### config.mk
export PLATFORM = sky130hd
export DESIGN_NAME = block_median_of_samples_core
export DESIGN_NICKNAME = d
export VERILOG_FILES = /design/src/rtl/bmos_pkg.sv /design/src/rtl/block_median_of_samples_core.sv /design/src/rtl/bmos_front.sv /design/src/rtl/bmos_fifo.sv /design/src/rtl/bmos_sorter.sv
export SDC_FILE = /design/constraint.sdc
export NUM_CORES = 1
export LEC_CHECK = 0
export ABC_AREA = 1
export BUFFER_PORTS_ARGS = -buffer_cell sky130_fd_sc_hd__buf_4
export CAP_MARGIN = 0
export CORE_ASPECT_RATIO = 0.9
export CORE_MARGIN = 2
export CORE_UTILIZATION = 60
export DETAILED_ROUTE_END_ITERATION = 10
export GPL_ROUTABILITY_DRIVEN = 1
export HOLD_SLACK_MARGIN = 0.12
export PLACE_DENSITY = 0.77
export SYNTH_ARGS = -nofsm -noshare
export SYNTH_HDL_FRONTEND = slang
export SYNTH_SLANG_ARGS = --single-unit
### constraint.sdc
create_clock -name i_clk -period 4.9 [get_ports i_clk]
set_input_delay 0.98 -clock i_clk [delete_from_list [all_inputs] [get_ports i_clk]]
set_output_delay 0.98 -clock i_clk [all_outputs]
set_load 0.02 [all_outputs]
### src/rtl/bmos_pkg.sv
// Package for the block median filter: sizes, types and status structs.
`timescale 1ns / 1ps
package bmos_pkg;

    // Samples held per window
    localparam int WINDOW     = 16;
    localparam int SAMPLE_W   = 24;
    localparam int MEDIAN_W   = SAMPLE_W + 1;
    localparam int CNT_W      = $clog2(WINDOW + 1);

    // Stream widths, padded to whole bytes
    localparam int S_TDATA_W  = ((SAMPLE_W + 7) / 8) * 8;
    localparam int M_TDATA_W  = ((MEDIAN_W + 7) / 8) * 8;

    // Queue between front and back
    localparam int FIFO_DEPTH = 4;
    localparam int FIFO_PTR_W = $clog2(FIFO_DEPTH);

    typedef logic [SAMPLE_W-1:0] t_sample;
    typedef logic [MEDIAN_W-1:0] t_median;
    typedef logic [CNT_W-1:0]    t_count;

    // Queue status seen by both sides
    typedef struct packed {
        logic full;
        logic empty;
    } t_fifo_stat;

    // Back-end status
    typedef struct packed {
        t_count count;
        logic   store_full;
    } t_back_stat;

endpackage

### src/rtl/block_median_of_samples_core.sv
// Top level of the block median filter over interval samples.
`timescale 1ns / 1ps
// Takes one interval sample per beat (ms, 8 fractional bits); zero samples are
// dropped. Positive samples are kept sorted in a row of 16 cells, each sample
// inserted by a registered update of the row. When a sample arrives with the
// window full, the block sends the median (sum of the two middle entries, 9
// fractional bits), then restarts the window with that sample. Throughput is
// one beat per cycle while the queue has room and no result is held back; a
// sample passes the front register and the four-entry queue on its way to
// insertion. A result sits in an output register, and the back end stalls
// only when a new result is due while the previous one has not been taken.
module block_median_of_samples_core (
    input  logic                            i_clk,
    input  logic                            i_rst_n,
    input  logic                            i_s_axis_tvalid,
    output logic                            o_s_axis_tready,
    input  logic [bmos_pkg::S_TDATA_W-1:0]  i_s_axis_tdata,  // [23:0] interval
    output logic                            o_m_axis_tvalid,
    input  logic                            i_m_axis_tready,
    output logic [bmos_pkg::M_TDATA_W-1:0]  o_m_axis_tdata   // [24:0] median_value
);

    bmos_pkg::t_fifo_stat fifo_stat;
    bmos_pkg::t_back_stat back_stat;
    logic                 push;
    bmos_pkg::t_sample    push_data;
    logic                 pop;
    bmos_pkg::t_sample    pop_data;

    bmos_front u_front (
        .i_clk           (i_clk),
        .i_rst_n         (i_rst_n),
        .i_s_axis_tvalid (i_s_axis_tvalid),
        .o_s_axis_tready (o_s_axis_tready),
        .i_s_axis_tdata  (i_s_axis_tdata),
        .i_fifo_stat     (fifo_stat),
        .o_push          (push),
        .o_push_data     (push_data)
    );

    bmos_fifo u_fifo (
        .i_clk       (i_clk),
        .i_rst_n     (i_rst_n),
        .i_push      (push),
        .i_push_data (push_data),
        .i_pop       (pop),
        .o_pop_data  (pop_data),
        .o_stat      (fifo_stat)
    );

    bmos_sorter u_sorter (
        .i_clk           (i_clk),
        .i_rst_n         (i_rst_n),
        .i_fifo_stat     (fifo_stat),
        .i_sample        (pop_data),
        .o_pop           (pop),
        .o_m_axis_tvalid (o_m_axis_tvalid),
        .i_m_axis_tready (i_m_axis_tready),
        .o_m_axis_tdata  (o_m_axis_tdata),
        .o_stat          (back_stat)
    );

`ifndef NO_ASSERTIONS
    // Window fill never runs past its size
    a_count_bound : assert property (@(posedge i_clk) disable iff (!i_rst_n)
        back_stat.count <= bmos_pkg::CNT_W'(bmos_pkg::WINDOW))
        else $error("window fill beyond size");

    // A fresh result always restarts the window with one sample
    a_restart : assert property (@(posedge i_clk) disable iff (!i_rst_n)
        $rose(o_m_axis_tvalid) |-> back_stat.count == bmos_pkg::CNT_W'(1))
        else $error("result without window restart");

    // Queue cannot be full and empty at once
    a_fifo_flags : assert property (@(posedge i_clk) disable iff (!i_rst_n)
        !(fifo_stat.full && fifo_stat.empty))
        else $error("queue flags inconsistent");
`endif

endmodule

### src/rtl/bmos_front.sv
// Front end: takes input beats, drops zero samples, pushes the rest to the queue.
`timescale 1ns / 1ps
module bmos_front (
    input  logic                        i_clk,
    input  logic                        i_rst_n,
    input  logic                        i_s_axis_tvalid,
    output logic                        o_s_axis_tready,
    input  logic [bmos_pkg::S_TDATA_W-1:0] i_s_axis_tdata,  // [23:0] interval
    input  bmos_pkg::t_fifo_stat        i_fifo_stat,
    output logic                        o_push,
    output bmos_pkg::t_sample           o_push_data
);

    logic              r_valid;
    logic              n_valid;
    bmos_pkg::t_sample r_sample;
    logic              accept;
    bmos_pkg::t_sample in_sample;

    assign in_sample       = i_s_axis_tdata[bmos_pkg::SAMPLE_W-1:0];
    assign o_push          = r_valid && !i_fifo_stat.full;
    assign o_s_axis_tready = !r_valid || !i_fifo_stat.full;
    assign accept          = i_s_axis_tvalid && o_s_axis_tready;
    assign o_push_data     = r_sample;

    // Only positive samples are held for the queue
    always_comb begin
        n_valid = r_valid;
        if (accept) begin
            n_valid = (in_sample != '0);
        end else if (o_push) begin
            n_valid = 1'b0;
        end
    end

    always_ff @(posedge i_clk) begin
        if (!i_rst_n) begin
            r_valid <= 1'b0;
        end else begin
            r_valid <= n_valid;
        end
    end

    always_ff @(posedge i_clk) begin
        if (accept) begin
            r_sample <= in_sample;
        end
    end

endmodule

### src/rtl/bmos_fifo.sv
// Short queue of samples between front end and sorting back end.
`timescale 1ns / 1ps
module bmos_fifo (
    input  logic                 i_clk,
    input  logic                 i_rst_n,
    input  logic                 i_push,
    input  bmos_pkg::t_sample    i_push_data,
    input  logic                 i_pop,
    output bmos_pkg::t_sample    o_pop_data,
    output bmos_pkg::t_fifo_stat o_stat
);

    bmos_pkg::t_sample                r_mem [bmos_pkg::FIFO_DEPTH];
    logic [bmos_pkg::FIFO_PTR_W-1:0]  r_wr_ptr;
    logic [bmos_pkg::FIFO_PTR_W-1:0]  r_rd_ptr;
    logic [bmos_pkg::FIFO_PTR_W:0]    r_fill;
    logic [bmos_pkg::FIFO_PTR_W-1:0]  n_wr_ptr;
    logic [bmos_pkg::FIFO_PTR_W-1:0]  n_rd_ptr;
    logic [bmos_pkg::FIFO_PTR_W:0]    n_fill;
    logic                             do_push;
    logic                             do_pop;

    assign o_stat.full  = (r_fill == (bmos_pkg::FIFO_PTR_W + 1)'(bmos_pkg::FIFO_DEPTH));
    assign o_stat.empty = (r_fill == '0);
    assign do_push      = i_push && !o_stat.full;
    assign do_pop       = i_pop && !o_stat.empty;
    assign o_pop_data   = r_mem[r_rd_ptr];

    // Pointer and fill update
    always_comb begin
        n_wr_ptr = r_wr_ptr;
        n_rd_ptr = r_rd_ptr;
        n_fill   = r_fill;
        if (do_push) begin
            n_wr_ptr = r_wr_ptr + 1'b1;
        end
        if (do_pop) begin
            n_rd_ptr = r_rd_ptr + 1'b1;
        end
        if (do_push && !do_pop) begin
            n_fill = r_fill + 1'b1;
        end else if (do_pop && !do_push) begin
            n_fill = r_fill - 1'b1;
        end
    end

    always_ff @(posedge i_clk) begin
        if (!i_rst_n) begin
            r_wr_ptr <= '0;
            r_rd_ptr <= '0;
            r_fill   <= '0;
        end else begin
            r_wr_ptr <= n_wr_ptr;
            r_rd_ptr <= n_rd_ptr;
            r_fill   <= n_fill;
        end
    end

    always_ff @(posedge i_clk) begin
        if (do_push) begin
            r_mem[r_wr_ptr] <= i_push_data;
        end
    end

endmodule

### src/rtl/bmos_sorter.sv
// Back end: row of sorting cells, median of a full window, output register.
`timescale 1ns / 1ps
module bmos_sorter (
    input  logic                        i_clk,
    input  logic                        i_rst_n,
    input  bmos_pkg::t_fifo_stat        i_fifo_stat,
    input  bmos_pkg::t_sample           i_sample,
    output logic                        o_pop,
    output logic                        o_m_axis_tvalid,
    input  logic                        i_m_axis_tready,
    output logic [bmos_pkg::M_TDATA_W-1:0] o_m_axis_tdata,  // [24:0] median_value
    output bmos_pkg::t_back_stat        o_stat
);

    localparam int W = bmos_pkg::WINDOW;

    bmos_pkg::t_sample r_cell [W];
    bmos_pkg::t_sample n_cell [W];
    logic [W-1:0]      cell_we;
    logic [W-1:0]      gtx;
    bmos_pkg::t_count  r_count;
    bmos_pkg::t_count  n_count;
    logic              r_out_valid;
    logic              n_out_valid;
    bmos_pkg::t_median r_out_data;
    bmos_pkg::t_median median;
    logic              full;
    logic              out_free;
    logic              emit;

    assign full     = (r_count == bmos_pkg::CNT_W'(W));
    assign out_free = !r_out_valid || i_m_axis_tready;
    assign o_pop    = !i_fifo_stat.empty && (!full || out_free);
    assign emit     = o_pop && full;

    assign o_stat.count      = r_count;
    assign o_stat.store_full = full;

    // Each cell compares the new sample with its own entry; empty cells count as larger
    for (genvar i = 0; i < W; i++) begin : g_cell
        assign gtx[i] = (bmos_pkg::CNT_W'(i) < r_count) ? (r_cell[i] > i_sample) : 1'b1;
        if (i == 0) begin : g_first
            assign cell_we[i] = o_pop && (full || gtx[i]);
        end else begin : g_rest
            assign cell_we[i] = o_pop && !full && gtx[i]
                                && (bmos_pkg::CNT_W'(i) <= r_count);
        end
    end

    // Shift up from the neighbour below, or take the sample at the insert point
    always_comb begin
        n_cell[0] = i_sample;
        for (int k = 1; k < W; k++) begin
            n_cell[k] = gtx[k-1] ? r_cell[k-1] : i_sample;
        end
    end

    // Cell row update
    always_ff @(posedge i_clk) begin
        for (int k = 0; k < W; k++) begin
            if (cell_we[k]) begin
                r_cell[k] <= n_cell[k];
            end
        end
    end

    // Middle of the sorted row, one extra fractional bit
    if ((W % 2) == 0) begin : g_even
        assign median = bmos_pkg::MEDIAN_W'(r_cell[W/2-1]) + bmos_pkg::MEDIAN_W'(r_cell[W/2]);
    end else begin : g_odd
        assign median = {r_cell[W/2], 1'b0};
    end

    // Fill count and result handshake
    always_comb begin
        n_count     = r_count;
        n_out_valid = r_out_valid;
        if (emit) begin
            n_count     = bmos_pkg::CNT_W'(1);
            n_out_valid = 1'b1;
        end else begin
            if (o_pop) begin
                n_count = r_count + 1'b1;
            end
            if (i_m_axis_tready) begin
                n_out_valid = 1'b0;
            end
        end
    end

    always_ff @(posedge i_clk) begin
        if (!i_rst_n) begin
            r_count     <= '0;
            r_out_valid <= 1'b0;
        end else begin
            r_count     <= n_count;
            r_out_valid <= n_out_valid;
        end
    end

    always_ff @(posedge i_clk) begin
        if (emit) begin
            r_out_data <= median;
        end
    end

    assign o_m_axis_tvalid = r_out_valid;
    assign o_m_axis_tdata  = bmos_pkg::M_TDATA_W'(r_out_data);

endmodule
### Word-level counts from Yosys, hierarchy flattened

Memory sizes are Yosys's and may differ from the RTL's. A register that Yosys moved wholly into a read port is not among the register bits.
Index checks and enable logic that the tools add are counted.

| cells by class | value |
|---|---|
| add/subtract/negate cells | 6 |
| order comparisons | 47 |
| equality and inequality tests | 2 |
| mux-type cells | 75 |
| bitwise operators | 1 |
| reductions and logical operators | 58 |

Operators by type and width:

| cell | number |
|---|---|
| $gt 24x24->1 | 16 |
| $mux 24 | 15 |
| $mux 1 | 56 |
| $le 4x5->1 const A | 8 |
| $logic_and 1x1->1 | 40 |
| $lt 4x5->1 const A | 8 |
| $add 24x24->25 | 1 |
| $reduce_bool 24->1 | 1 |
| $le 3x5->1 const A | 4 |
| $lt 3x5->1 const A | 4 |
| $le 2x5->1 const A | 2 |
| $lt 1x5->1 const A | 2 |
| $lt 2x5->1 const A | 2 |
| $reduce_bool 2->1 | 4 |
| $logic_not 1->1 | 7 |
| $mux 3 | 2 |
| $add 5x1->5 const B | 1 |
| $eq 5x5->1 const B | 1 |
| $le 1x5->1 const A | 1 |
| $add 2x1->2 const B | 2 |
| $logic_or 1x1->1 | 4 |
| $mux 2 | 2 |
| $add 3x1->3 const B | 1 |
| $eq 3x3->1 const B | 1 |
| 4 further kinds | 4 |

| word-level totals | value |
|---|---|
| bits in registers | 63 |
| memory bits (writable) | 480 |
| bits of input ports | 28 |
| output and inout bits | 34 |
| word-level logic and storage cells | 200 |
| memories | 2 |

Memory list:

| name | depth | width | read ports | clocked after memory_dff | write ports | RTL line | text |
|---|---|---|---|---|---|---|---|
| u_sorter.r_cell | 16 | 24 | 16 | 0 | 16 | bmos_sorter.sv:17 | `bmos_pkg::t_sample r_cell [W];` |
| u_fifo.r_mem | 4 | 24 | 1 | 1 | 1 | bmos_fifo.sv:13 | `bmos_pkg::t_sample r_mem [bmos_pkg::FIFO_DEPTH];` |

### Longest topological paths before layout

Gate-level depths: netlist of run 1.

| logic depth | value |
|---|---|
| depth in word-level cells | 9 |
| depth in mapped cells | 20 |
| mapped depth without buffers | 17 |

### Modules after synthesis

A second synthesis of run 1 with hierarchy kept.

| unflattened totals | value |
|---|---|
| cell total of the unflattened synthesis | 2356 |
| area total of the unflattened synthesis | 22128.7 um^2 |

Modules (own cells, without submodules):

| module | times used | cells an instance | area an instance (um^2) | sequential area each (um^2) |
|---|---|---|---|---|
| bmos_sorter | 1 | 2000 | 17055.1 | 7357.1 |
| bmos_fifo | 1 | 302 | 4216.5 | 3062.9 |
| bmos_front | 1 | 54 | 857.1 | 740.7 |

### Worst setup path before layout of run 1

No wires, ideal clock.

| timing | value |
|---|---|
| path kind | register -> register |
| start | register (tool-made name) |
| end | memory u_sorter.r_cell[4][0] in the netlist's numbering (enable) |
| setup time | 0.413 ns |
| data arrival time | 3.751 ns |
| required time | 4.487 ns |
| slack | 0.736 ns |
| stages on the path, launching flop included | 17 |
| path buffers | 3 |
| period minus slack after synthesis | 4.164 ns |
| path through | dfxtp_1 inv_1 buf_2 buf_2 nand2_1 a32oi_2 inv_1 ha_1 nand2_1 nor2_1 nand4_1 nor2_1 nand2_1 nand3_1 nand2_1 buf_2 a21oi_1 |

RTL lines:

| item | RTL line |
|---|---|
| to (decl) | bmos_sorter.sv:17 |

==> impl_metrics.tcl, run 1 <==
set metrics [dict create \
    fin_crit_sh_pct 89.7 \
    nFillCells 2672 \
    synth_seq_cells 377 \
    yosysTopAreaCell "edfxtp_1" \
    dpl_worst_slack_ps 429 \
    ys_seq_area_share_pct 50.4 \
    grt_max_degree 49 \
    wl_per_cell_um 17.3 \
    finalWorstSetupSlack_ps 503 \
    hold_violations 0 \
    wl_mm 50.9 \
    async_reset_ff_share_pct 0 \
    grt_usage_pct 26.7 \
    yosysUniqueCellTypes 43 \
    synth_top_area_share_pct 49.0 \
    clock_path_buffers 3 \
    place.gp.congestion 0.923 \
    fp-row-count 66 \
    first_pass_iters 6 \
    clock-sinks 377 \
    hold_path.class "flip-flop to flip-flop" \
    io_buffer_count 54 \
    rsz0062_at_grt "no" \
    insertion_delay_ps 560 \
    max-vdd-ir-drop_mv 0.396 \
    fp.dieW_um 206 \
    synth_area_per_cell_sq_um 9.41 \
    syn_area_sq_um 22100 \
    critical_path_arrival_ps 4690 \
    synth-main-ff-cell "edfxtp_1" \
    ff2ff_path_depth 18 \
    clk_pin_slew_ps 60 \
    maxCapViolCount 0 \
    cp_max_fo 40 \
    path_class "flip-flop to flip-flop" \
    numCtsBuffers 40 \
    viasPerCell 5.79 \
    drc_errors 0 \
    syn2layout_area_growth_pct 10.8 \
    fin_area_sq_um 24500 \
    antenna_left 0 \
    layout-drive-gt1-share_pct 8.95 \
    start_util_pct 61.1 \
    cts_tree "yes" \
    via_count 16980 \
    worst_slew_pin_slew_ps 1020 \
    period_minus_slack_ps 4400 \
    drv_slew 0 \
    postPlaceCellArea_sq_um 23200 \
    p_leak_nw 11.0 \
    antenna_found_initial 0 \
    worstPathRequired_ps 5200 \
    status "finished clean" \
    finalSetupViolations 0 \
    p_per_area_nw_per_um2 613 \
    synth_common_cells "nand2_1 (820), edfxtp_1 (361), ha_1 (248)" \
    grt_pass1_wl_mm 81.4 \
    holdBufCountCts 0 \
    drtIter0Drc 1246 \
    synth_edf_count 361 \
    max_freq_ghz 0.227 \
    dieHeight_um 186 \
    antennaDiodeCount 0 \
    overflow 0 \
    dp_hpwl_mm 38.1 \
    crit_path_end_kind "flip-flop" \
    dieArea_sq_um 38400 \
    synth.most_common_cell "nand2_1" \
    fin_setup_tns_ps 0 \
    cp-start-kind "flip-flop" \
    fin_worst_hold_slack_ps 488 \
    synth.top_cells.by_area "edfxtp_1 (49%), ha_1 (14%), nand2_1 (14%), nand3_1 (5.3%), a21oi_1 (3.4%)" \
    fin_util_pct 67.6 \
    nNetsFinal 2707 \
    yosys_warnings 0 \
    cts-htree-levels 2 \
    root_buffer "clkbuf_16" \
    core_area_sq_um 36300 \
    grt_pass1_vias 17024 \
    hold_depth 1 \
    synthCells 2353 \
    ioPinCount 62 \
    maxSlewHeadroom_pct 32.1 \
    finClkSkew_ps 21.8 \
]
==> power by group <==
| part | internal, mW | switching, mW | leakage [nW] |
|---|---|---|---|
| Combinational | 2.29 | 4.85 | 6.94 |
| Sequential | 4.47 | 0.296 | 3.45 |
| Clock | 1.84 | 1.30 | 0.650 |
==> area by class of cell <==
| class | count | area [sq um] | area share [%] |
|---|---|---|---|
| clock buffers | 50 | 1080 | 4.40 |
| well taps | 476 | 596 | 2.43 |
| multi-input cells | 1739 | 9990 | 40.8 |
| inverters | 172 | 651 | 2.65 |
| clock inverters | 22 | 269 | 1.10 |
| flip-flops and latches | 377 | 11200 | 45.5 |
| repair buffers | 99 | 768 | 3.13 |
==> flip-flops by register name, indices dropped and copies added, names as in the netlist, named ones only <==
name and count:
u_sorter.r_count 5, u_fifo.r_mem 96, u_sorter.r_cell 216, u_front.r_valid 1, u_front.o_push_data 24, u_fifo.r_fill 3
u_sorter.r_out_data 25, u_fifo.r_rd_ptr 2, u_fifo.r_wr_ptr 2, u_sorter.o_m_axis_tvalid 1
==> cells by family (layout without fill, tap and decap cells) <==
family | after synthesis | in the layout | synth area share (%)
simple gates | 1218 | 1218 | 22.7
flops | 377 | 377 | 50.4
fa+ha+maj | 250 | 250 | 14.2
compound gates | 245 | 245 | 7.14
buf+inv | 243 | 343 | 4.73
xor+xnor | 19 | 19 | 0.752
other cells | 1 | 7 | 0.0169
==> cells in the final DEF, fill, tap and decap left out, types with 3 or more instances in the layout <==
cell type | synthesis | final
nor2_1 | 109 | 105
nor3_1 | 3 | 3
clkinvlp_4 | 0 | 4
ha_1 | 248 | 248
conb_1 | 1 | 7
a21oi_1 | 149 | 141
nand3_1 | 235 | 235
xor2_1 | 17 | 17
clkbuf_16 | 0 | 41
a21oi_2 | 0 | 8
bufinv_16 | 0 | 5
edfxtp_1 | 361 | 361
clkinv_1 | 1 | 7
clkinv_2 | 0 | 6
buf_4 | 17 | 97
a32oi_2 | 23 | 23
clkbuf_1 | 11 | 7
o21ai_0 | 41 | 41
a21o_1 | 19 | 19
nand3b_1 | 3 | 3
dfxtp_1 | 16 | 16
nor2_2 | 0 | 4
nand4_1 | 20 | 20
inv_1 | 167 | 166
o21bai_1 | 4 | 4
nor4_1 | 8 | 8
nand2_1 | 820 | 818
nand2_2 | 10 | 12
==> metrics by stage <==
stage / instances / total power, mW
finish: 2935 / 15.0
global route: 2935 / 16.2
CTS: 2935 / 15.0
detailed placement: 2863 / 11.8
global placement: 2863 / 11.4
floorplan: 2359 / 9.78
==> what timing repair did <==
action | CTS | global route
resized for setup | 0 | 2
setup endpoints to repair | 0 | 29
buffers inserted | 0 | 0
==> worst max-delay path, cell delays in order (launching register included) <==
cell and delay [ps]:
dfxtp_1 310, inv_1 280, buf_12 250, nand2_1 100
a32oi_2 580, inv_1 440, ha_1 430, nand2_1 70
nand2_1 50, nand2_1 80, nand2_1 60, nand2_1 50
nand2_1 110, nand2_1 90, nand3_1 90, nand2_2 410
nand2_2 420, nand2_1 200, nand2_1 60
==> layer usage <==
metal	track usage, %	wire [um]	up-vias
met5	0	0	-
met1	29.7	19700	8023
met4	10.7	1700	0
met3	3.68	2860	129
li1	-	-	8249
met2	51.3	26600	579
==> worst paths after layout <==
check / slack, ps / start / to
min reg2reg: 490 / u_fifo.r_rd_ptr[0] / u_fifo.r_rd_ptr[0]
min: 490 / u_fifo.r_rd_ptr[0] / u_fifo.r_rd_ptr[0]
max reg2reg: 500 / flip-flop / u_sorter.r_cell[6][21]
max: 500 / flip-flop / u_sorter.r_cell[6][21]
Power figures use the tool's default switching activity.
==> run 2, diff against run 1 <==
==> constraint.sdc (replaced) <==
create_clock -name i_clk -period 4.9 [get_ports i_clk]
set_input_delay 0.49 -clock i_clk [delete_from_list [all_inputs] [get_ports i_clk]]
set_output_delay 0.49 -clock i_clk [all_outputs]
set_load 0.02 [all_outputs]
==> run 2 against run 1 <==
Compared with the run above:
- first-iteration DRC count rose by 0.80%
- core utilization rose by 0.63 points
- critical path type unchanged
- sequential share of layout area fell by 0.42 points
- largest cell class unchanged
- global-route usage rose by 0.50 points
- worst setup slack improved by 25 ps
- total power rose by 0.19%
- highest routed layer unchanged
==> impl_metrics.tcl, run 2 (synthesis gave the netlist of run 1 again) <==
set metrics [dict create \
    status "finished clean" \
    layout-drive-gt1-share_pct 8.86 \
    max_freq_ghz 0.229 \
    cp_max_fo 40 \
    antenna_found_initial 0 \
    final_common_cell "nand2_1" \
    insertion_delay_ps 560 \
    io_buffer_count 54 \
    syn2layout_area_growth_pct 11.8 \
    start_util_pct 61.1 \
    ioPinCount 62 \
    grt_max_degree 49 \
    period_minus_slack_ps 4370 \
    grt_pass1_vias 17234 \
    finClkSkew_ps 19.7 \
    dieHeight_um 186 \
    overflow 0 \
    path_class "flip-flop to flip-flop" \
    wl_mm 52.0 \
    hp-start "i_s_axis_tdata[1]" \
    totalPowerFinal_mw 15.1 \
    ff2ff_path_depth 18 \
    max-vdd-ir-drop_mv 0.416 \
    dpl_worst_slack_ps 429 \
    largest_reg_flops 216 \
    clk_pin_slew_ps 60 \
    p_leak_nw 11.1 \
    grt_usage_pct 27.2 \
    core_area_sq_um 36300 \
    maxSlewHeadroom_pct 31.3 \
    fp-row-count 66 \
    layout.cells.non_filler 2958 \
    slowest_delay_ps 560 \
    crit_chain "inv_1 > buf_12 > nand2_1 > a32oi_2 > inv_1 > ha_1 > nand2_1 > nand2_1 > nand2_1 > nand2_1 > nand2_1 > nand2_1 > nand2_1 > nand3_1 > nand2_1 > nand2_2 > nand2_1 > nand2_1" \
    nNetsFinal 2730 \
    drtIter0Drc 1256 \
    cp_slowest_cell "a32oi_2" \
    via_count 17102 \
    hold_path.class "input port to flip-flop" \
    ff2ff_setup_slack_ps 530 \
    drc_errors 0 \
    dieArea_sq_um 38400 \
    top_register "u_sorter.r_cell" \
    timing.rr.end "u_sorter.r_cell[5][12]" \
    antennaDiodeCount 0 \
    worst_slew_pin_slew_ps 1030 \
    placed_cells 2863 \
    critical_path_arrival_ps 4670 \
    fin_setup_tns_ps 0 \
    clock_path_buffers 3 \
    antenna_left 0 \
    place.gp.congestion 0.923 \
    numCtsBuffers 40 \
    drv_slew 0 \
    grt_pass1_wl_mm 82.8 \
    cts-htree-levels 2 \
    viasPerCell 5.78 \
    hold_depth 1 \
    crit_path_end_kind "flip-flop" \
    maxCapViolCount 0 \
    fp.dieW_um 206 \
    crit_top_cell "nand2_1" \
    clock-sinks 377 \
    reg_top3 "u_sorter.r_cell x216, u_fifo.r_mem x96, u_sorter.r_out_data x25" \
    worstPathRequired_ps 5200 \
    hold_violations 0 \
    p_per_area_nw_per_um2 609 \
    fin_crit_sh_pct 89.2 \
    rsz0062_at_grt "no" \
    finalWorstSetupSlack_ps 528 \
    hold_end "u_front.o_push_data[1]" \
    finalSetupViolations 0 \
    cp-start-kind "flip-flop" \
    nFillCells 2623 \
    mostFrequentLayoutCells "nand2_1 (818), edfxtp_1 (361), ha_1 (248)" \
    dp_hpwl_mm 38.1 \
    root_buffer "clkbuf_16" \
    cts_tree "yes" \
    wl_per_cell_um 17.6 \
    first_pass_iters 8 \
]
[run 2: power by group]
group	switching (mW)	internal [mW]	total (mW)
Clock	1.30	1.84	3.14
Combinational	4.86	2.30	7.16
Sequential	0.295	4.47	4.77
[run 2: stage by stage]
step / area, sq um / utilization (%) / hold WS [ps]
2_1_floorplan: 22200 / - / 436
3_3_place_gp: 23200 / 63.9 / 455
5_1_grt: 24700 / 68.3 / 133
4_1_cts: 24700 / 68.3 / 133
6_report: 24700 / 68.3 / 150
3_5_place_dp: 23200 / 63.9 / 474
[run 2: worst max-delay path: cells and delay by family (launching register included)]
family          cells  cell delay, ps
fa+ha+maj           1             420
simple gates       13            1790
compound gates      1             560
flops               1             310
buf+inv             3             980
[run 2: cell type report]
cell class                 instances  area, sq um  area share, %
clock buffer                      50         1080           4.36
clock inverter                    22          269           1.09
inverter                         172          651           2.63
multi-input combinational       1739         9990           40.4
sequential                       377        11200           45.1
tap                              476          596           2.41
timing repair buffer             122          998           4.03
[run 2: repair_timing]
item | 4_1_cts | 5_1_grt
gates resized for setup | 0 | 2
endpoints found under the setup margin | 0 | 29
endpoints found under the hold margin | 23 | 0
buffers inserted | 0 | 0
hold buffers | 23 | 0
[run 2: metal layers]
metal  share of wire, %  global-route usage, %  wire, um
met3                5.6                   3.76      2910
met4                3.2                   10.6      1650
met2                 53                   52.6     27400
met1                 39                   30.1     20000
met5                  0                      0         0
[run 2: worst max-delay path by stage]
stage          depth (start not counted)  slack, ps                     end  startpoint
3_5_place_dp                          18        430  u_sorter.r_cell[6][21]   flip-flop
2_1_floorplan                         16        740   u_sorter.r_cell[4][0]   flip-flop
6_report                              18        530  u_sorter.r_cell[5][12]   flip-flop
5_1_grt                               17        180  u_sorter.r_cell[5][13]   flip-flop
4_1_cts                               18        360  u_sorter.r_cell[6][21]   flip-flop
3_3_place_gp                          18        640  u_sorter.r_cell[6][23]   flip-flop
==> run 3, diff against run 2 <==
Settings changed: CELL_PAD_IN_SITES_DETAIL_PLACEMENT from default to 1, CELL_PAD_IN_SITES_GLOBAL_PLACEMENT from default to 1, CORE_UTILIZATION 60 to 50, PLACE_DENSITY 0.77 to default, PLACE_DENSITY_LB_ADDON from default to 0.1.
==> run 3 against run 2 <==
Compared with the run above:
- sequential power is 1% higher
- clock power is 1% higher
- global-route usage is 0.66 points higher
- clock skew is 2.2 ps higher
- combinational power is 5.4% higher
- final area is 0.76% higher
- count of clock-buffer cells in the layout is 5 higher
- via count is 1.3% higher
- critical endpoint is now u_sorter.r_cell[2][15]
- largest power group unchanged
==> impl_metrics.tcl, run 3 (synthesis gave the netlist of run 1 again) <==
set metrics [dict create \
    status "finished clean" \
    path_class "flip-flop to flip-flop" \
    crit_chain "clkinvlp_4 > buf_4 > nand2_1 > a32oi_2 > buf_4 > inv_1 > ha_1 > nand2_1 > inv_1 > nand2_1 > nand2_1 > nand2_1 > nand2_1 > nand2_1 > nand3_1 > nand2_1 > nand2_2 > nand2_1 > nand2_1" \
    wl_mm 62.8 \
    worstPathRequired_ps 5230 \
    syn2layout_area_growth_pct 12.7 \
    period_minus_slack_ps 4550 \
    crit_top_cell "nand2_1" \
    cts_tree "yes" \
    ioPinCount 62 \
    overflow 0 \
    final_common_cell "nand2_1" \
    met3_usage_pct 3.17 \
    grt_pass1_wl_mm 100 \
    maxCapViolCount 0 \
    dieArea_sq_um 46000 \
    cp-start-kind "flip-flop" \
    totalPowerFinal_mw 15.5 \
    place.gp.congestion 0.888 \
    fin_crit_sh_pct 92.8 \
    antenna_found_initial 0 \
    root_buffer "clkbuf_16" \
    crit_path_end_kind "flip-flop" \
    wl_per_cell_um 20.3 \
    finalSetupViolations 0 \
    grt_use_met1_pct 31.3 \
    finClkSkew_ps 21.9 \
    grt_usage_pct 27.9 \
    clock-sinks 377 \
    core_area_sq_um 43900 \
    finalWorstSetupSlack_ps 351 \
    slowest_delay_ps 560 \
    io_buffer_count 54 \
    cp_slowest_cell "dfxtp_1" \
    numCtsBuffers 43 \
    insertion_delay_ps 580 \
    post-cts-setup-buffers 0 \
    cp_max_fo 32 \
    largest_reg_flops 216 \
    met2_usage_pct 53.3 \
    antenna_left 0 \
    drc_errors 0 \
    clock_path_buffers 3 \
    mostFrequentLayoutCells "nand2_1 (819), edfxtp_1 (361), ha_1 (248)" \
    grt_pass1_vias 19094 \
    top_register "u_sorter.r_cell" \
    p_leak_nw 11.2 \
    fin_util_pct 56.8 \
    maxSlewHeadroom_pct 30.1 \
    fp.dieW_um 226 \
    start_util_pct 50.4 \
    viasPerCell 5.60 \
    hold_path.class "input port to flip-flop" \
    clk_pin_slew_ps 60 \
    drtIter0Drc 793 \
    rsz0062_at_grt "no" \
    max-vdd-ir-drop_mv 0.354 \
    p_per_area_nw_per_um2 623 \
    grt_max_degree 33 \
    cts-htree-levels 2 \
    first_pass_iters 5 \
    antennaDiodeCount 0 \
    reg_top3 "u_sorter.r_cell x216, u_fifo.r_mem x96, u_sorter.r_out_data x25" \
    top_usage_layer "met2" \
    layout-drive-gt1-share_pct 8.99 \
    nNetsFinal 2738 \
    fp-row-count 73 \
    critical_path_arrival_ps 4880 \
    hold_violations 0 \
    hp-start "i_s_axis_tvalid" \
    via_count 17324 \
    postPlaceCellArea_sq_um 23300 \
    dieHeight_um 204 \
    drv_slew 0 \
    fin_area_sq_um 24900 \
    worst_slew_pin_slew_ps 1050 \
    max_freq_ghz 0.220 \
    dp_hpwl_mm 47.6 \
    dpl_worst_slack_ps 257 \
    fin_setup_tns_ps 0 \
]
[run 3: cell types whose count changed in the layout (fill, tap and decap cells not counted), sizes merged]
cell         change
bufinv           -2
clkbuf           +5
clkinv           +5
clkinvlp         -1
buf              +4
dlygate4sd3      +1
inv              -2
[run 3: area by class of cell]
class                   instances  area [sq um]
clock buffers                  55          1150
clock inverters                22           204
fillers                      4913         19000
inverters                     172           654
multi-input cells            1739         10000
flip-flops and latches        377         11200
well taps                     600           751
repair buffers                127          1010
[run 3: path summary, 6_finish.rpt]
path	end	cells after the start	slack (ps)
hold / removal	u_front.r_valid	3	210
hold reg to reg	u_fifo.r_rd_ptr[0]	1	490
setup reg to reg	u_sorter.r_cell[2][15]	19	350
setup / recovery	u_sorter.r_cell[2][15]	19	350
[run 3: layer usage]
metal  share of wire, %  up-vias  wire length, um
met3                2.8      124             1750
li1                   -     8298                -
met1                 40     8595            25300
met4                3.6        0             2240
met2                 53      307            33500
met5                  0        -                0
[run 3: repair_timing]
item	CTS	global route
hold buffers	24	0
hold endpoints to repair	24	0
endpoints found under the setup margin	0	80
resized for setup	0	4
[run 3: metrics by stage]
step / instances / hold WS (ps)
finish: 3092 / 210
global route: 3092 / 229
CTS: 3092 / 188
detailed placement: 2991 / 467
global placement: 2991 / 453
floorplan: 2359 / 436
[run 3: critical path: cells and delay by family, from the launching register on]
family,cells,cell delay [ps]
AND/OR/NAND/NOR,12,1800
buffers and inverters,5,1460
flip-flops,1,560
adder cells (fa/ha/maj),1,330
AO/OA/AOI/OAI,1,120
[run 3: where the power goes]
part	leakage [nW]	switching (mW)	internal [mW]	total [mW]
clock network	0.658	1.35	1.82	3.18
registers	3.45	0.347	4.48	4.82
logic	7.06	5.21	2.34	7.55
total	11.2	6.91	8.64	15.5
